$ cat src/htf_pkg.sv
// Shared types and constants for the homogeneous point transform.
// Holds the word structs, matrix register layout and pipeline side data.
// No dependencies.
`timescale 1ns / 1ps

package htf_pkg;

  localparam int COORD_W   = 32;
  localparam int SUM_W     = 68;
  localparam int NUM_REGS  = 8;
  localparam int REG_W     = 64;
  localparam int IDX_W     = 3;
  localparam int LANES     = 3;
  localparam int DIV_STEPS = COORD_W;

  localparam logic [REG_W-1:0] REG_RESET [NUM_REGS] = '{
    64'h0000_0000_0001_0000, 64'h0,
    64'h0001_0000_0000_0000, 64'h0,
    64'h0,                   64'h0000_0000_0001_0000,
    64'h0,                   64'h0001_0000_0000_0000
  };

  localparam logic [COORD_W-1:0] SAT_POS = 32'h7FFF_FFFF;
  localparam logic [COORD_W-1:0] SAT_NEG = 32'h8000_0000;

  typedef enum logic {
    FUNC_PROJECT = 1'b0,
    FUNC_ROTATE  = 1'b1
  } func_t;

  typedef struct packed {
    logic               func;
    logic signed [31:0] x_in;
    logic signed [31:0] y_in;
    logic signed [31:0] z_in;
  } point_t;

  typedef struct packed {
    logic signed [31:0] x_out;
    logic signed [31:0] y_out;
    logic signed [31:0] z_out;
    logic               w_zero;
    logic               clipped;
  } result_t;

  typedef struct packed {
    logic                             rotate;
    logic                             wz;
    logic [LANES-1:0]                 neg;
    logic [LANES-1:0]                 ovf;
    logic [LANES-1:0][COORD_W-1:0]    rot;
    logic                             rot_clip;
  } side_t;

endpackage

$ cat src/htf_div_stage.sv
// One restoring-division step for all three lanes, sharing a divisor.
// Registered outputs. Depends on htf_pkg.
`timescale 1ns / 1ps

module htf_div_stage import htf_pkg::*; (
  input  logic                             clk,
  input  logic [LANES-1:0][SUM_W-1:0]      rem_i,
  input  logic [LANES-1:0][COORD_W-1:0]    sh_i,
  input  logic [SUM_W-1:0]                 d_i,
  output logic [LANES-1:0][SUM_W-1:0]      rem_o,
  output logic [LANES-1:0][COORD_W-1:0]    sh_o,
  output logic [SUM_W-1:0]                 d_o
);

  logic [LANES-1:0][SUM_W-1:0]   rem_next;
  logic [LANES-1:0][COORD_W-1:0] sh_next;

  always_comb begin
    logic [SUM_W:0] t;
    logic [SUM_W:0] diff;
    logic           ge;
    for (int l = 0; l < LANES; l++) begin
      t    = {rem_i[l], sh_i[l][COORD_W-1]};
      diff = t - {1'b0, d_i};
      ge   = t >= {1'b0, d_i};
      rem_next[l] = ge ? diff[SUM_W-1:0] : t[SUM_W-1:0];
      sh_next[l]  = {sh_i[l][COORD_W-2:0], ge};
    end
  end

  always_ff @(posedge clk) begin
    rem_o <= rem_next;
    sh_o  <= sh_next;
    d_o   <= d_i;
  end

endmodule

$ cat config.mk
export PLATFORM = sky130hd
export DESIGN_NAME = htf_div_stage
export DESIGN_NICKNAME = d
export VERILOG_FILES = /design/src/htf_pkg.sv /design/src/htf_div_stage.sv
export SDC_FILE = /design/constraint.sdc
export NUM_CORES = 1
export LEC_CHECK = 0
export ABC_AREA = 1
export BUFFER_PORTS_ARGS = -buffer_cell sky130_fd_sc_hd__buf_2
export CORE_AREA = 2 2 284 286
export DETAILED_ROUTE_END_ITERATION = 8
export DIE_AREA = 0 0 286 288
export GPL_ROUTABILITY_DRIVEN = 0
export PLACE_DENSITY = 0.55
export SYNTH_ARGS = -nofsm -noshare
export SYNTH_HDL_FRONTEND = slang
export SYNTH_SLANG_ARGS = --single-unit
$ cat constraint.sdc
create_clock -name clk -period 5.1 [get_ports clk]
set_input_delay 0.255 -clock clk [delete_from_list [all_inputs] [get_ports clk]]
set_output_delay 0.255 -clock clk [all_outputs]
set_load 0.02 [all_outputs]
* After elaboration in Yosys (flattened, before gate mapping)
Index checks and enable logic that the tools add are counted.
W data, S select, Z words.
** Cells by class
- Add/sub/neg operators :: 3
- Order comparisons :: 3
- Mux-type cells :: 3
** Operators by type and width (count)
- $ge A69 B68 Y1 :: 3
- $mux W68 :: 3
- $sub A68 B68 Y68 :: 3
** Storage, ports and cells
- Register bits after elaboration :: 368
- Bits of input ports :: 369
- Word-level logic and storage cells :: 16

* Depth between registers and ports, before layout
- Depth after elaboration :: 2
- Gate-level depth with buffers :: 19
- Gate-level depth less buffers :: 17

* Least setup slack after synthesis
Ideal clock, no wire load.
- Path type :: input-to-reg
- From :: input sh_i[31] (netlist bit)
- To :: register rem_o[60] (netlist bit)
- Data arrival time :: 1.953 ns
- Data required time :: 4.987 ns
- Slack :: 3.034 ns
- Cell stages on the path :: 15
- Cell sequence :: inv_1 ha_1 fa_1 o21ai_0 nand2_1 nand2_1 nand2_1 nand2_1 nand2_1 nand2_1 nand2_1 nand2_1 nand2_1 nand3_1 nand2_1
** RTL lines
- start: declaration :: RTL line htf_div_stage.sv:8 : input logic [LANES-1:0][COORD_W-1:0] sh_i,
- end signal: assignment :: RTL line htf_div_stage.sv:32 : rem_o <= rem_next;
- end: declaration :: RTL line htf_div_stage.sv:10 : output logic [LANES-1:0][SUM_W-1:0] rem_o,

==> reports/metrics.csv <==
metric;value;unit
status;finished clean;
syn_inst;4806;
viasPerCell;4.92;
ys_warn_count;0;
dp_hpwl;128;mm
antenna_found_initial;11;
grt_pass1_wl;213;mm
cp_cell_sequence;dlygate4sd3_1, buf_2, inv_1, ha_1, nand2_1, nor2_2, inv_2, nor3_2, nand2_1, nor2_1, nand2_1, nand3_2, nand2_1, nand2_4, inv_2, buf_12, nand2_1, nand2_1;
grt_usage;35.5;%
post_cts_buffers;0;
power.leakage;0.0218;uW
synth_xor_area_share;3.30;%
min_path_type;input pin to register;
routed-via-count;34500;
required;5.58;ns
rows;104;
synth_area;27900;um^2
rsz0062_at_grt;false;
crit_type;input pin to register;
root_buffer;clkbuf_16;
htreeDepth;2;
synth_fp_nets;5382;
cp-end-kind;register;
ys_seq_elements;368;
cp-start-kind;input pin;
irDropWorstVdd;0.226;mV
critical-path-slowest-cell;inv_1;
netlist-cell-type-count;30;
drv_slew;0;
syn_avg_cell_area;5.81;um^2
finalCritPeriodShare;71.3;%
grt_remaining_overflow;0;
wl_per_cell;21.8;um
grt_max_degree;51;
cts_made_buffers;44;
placed_cell_area;32700;um^2
final_cells;7013;
place_inst;6570;
synth_top_family_by_area;simple AND/OR/NAND/NOR gates;
setup_viol;0;
crit_top_cell;nand2_1;
hold_violations;0;
synth.area.mux_share;0;%
io_buffers;736;
nNetsFinal;6486;
area_growth;35.2;%
synth_compound_area_share;6.62;%
io_pins;737;
ys.flop_type;dfxtp_1;
layout_common_cells;2,024 x nand2_1, 873 x inv_1, 736 x buf_2;
path_clk_slew;0.06;ns
die_h;288;um
drt_wl_total;153;mm
dieArea;82400;um^2
arrival;4.12;ns
yosys.area_share.simple;41.2;%
drtPass1Iterations;8;
fmax;275;MHz
final_common_cell;nand2_1;
fin_crit;3.64;ns
tightest_slew;0.885;ns
grt_pass1_vias;31900;
drive_gt1_share;15.2;%
crit_path_max_fanout;50;
synth_edf_count;0;
ys_seq_area_share;26.4;%
initial_core_util;35.0;%
cts_buffer_depth;3;
tns;0;ns
fill_cells;8499;
coreArea;79600;um^2
cts.sinks;368;
cts_tree;yes;
fp.dieW;286;um
critical_path.max_stage_delay;0.61;ns
cellPowerDensity;291;nW/um^2
cap_violations;0;
synth_fa_ha_area_share;9.36;%
remaining_drc_errors;0;
final_area;37700;um^2
ant_nets;0;
drtIter0Drc;3477;
async_flop_share;0;%
relSlewSlack;40.9;%
-- cells by family after synthesis --
logic type	after synthesis
buf+inv	935
flops	368
xor+xnor	105
fa+ha+maj	207
compound gates	355
simple gates	2836
-- through the flow --
step / util, % / hold slack (ns) / power [uW] / worst slack, ns
final: 47.4 / 0.0356 / 11000 / 1.46
after global routing: 47.3 / 0.0120 / 11500 / 1.24
after CTS: 47.3 / 0.00702 / 11000 / 1.56
after detailed placement: 41.0 / 0.359 / 7430 / 1.50
after global placement: 41.0 / 0.358 / 7440 / 1.54
after floorplan: - / 0.283 / 5820 / 3.03
-- layer usage --
metal	routed length [um]	track usage, %	vias up
met2	65700	55.8	1766
met5	39	0	-
met3	14900	7.42	290
li1	-	-	16900
met1	64200	46.4	15600
met4	8000	16.1	6
-- critical path, delay by kind of cell --
family,cells,cell delay (ns)
buffers and inverters,6,1.86
AND/OR/NAND/NOR,11,1.58
adder cells (fa/ha/maj),1,0.31
-- report_power, final --
part	switching [uW]	leakage, uW	internal [uW]
combinational	2880	0.0179	1350
sequential	202	0.00310	3280
clock	1390	0.000717	1890
-- state kept, by name, indices dropped and copies added (netlist names) --
signal and count:
d_o 68, sh_o 96, rem_o 204
-- cell usage after synthesis, types with 26 or more instances --
master	instances	area, um^2
buf_2	27	135
nand4_1	32	200
dfxtp_1	368	7370
a21oi_1	226	1130
xor2_1	97	850
nand2_2	32	200
nand2_1	2024	7600
nand3b_1	44	330
ha_1	204	2550
o21ai_0	100	500
nor3_1	27	135
nand3_1	234	1170
inv_1	873	3280
o21bai_1	26	195
nor2_1	386	1450
-- path summary, 6_finish.rpt --
path  startpoint                 end  slack (ns)  cells past startpoint
max      d_i[31]  rem_o[107]$_DFF_P_        1.46                     18
min       d_i[0]      d_o[0]$_DFF_P_        0.04                      1
-- timing repair --
item,4_1_cts,5_1_grt
hold buffers,354,0
gates resized for setup,0,0
endpoints found under the hold margin,354,0
-- final cells by class --
type / instances / area [um^2] / area share [%]
Multi-Input combinational cell: 3503 / 16900 / 44.7
Sequential cell: 368 / 7370 / 19.5
Timing Repair Buffer: 1100 / 7310 / 19.4
Inverter: 893 / 3350 / 8.89
Tap cell: 1060 / 1330 / 3.52
Clock buffer: 58 / 1210 / 3.22
Clock inverter: 20 / 254 / 0.673
Antenna cell: 11 / 27.5 / 0.0730
Note: power is estimated with default switching activity, not from simulation.
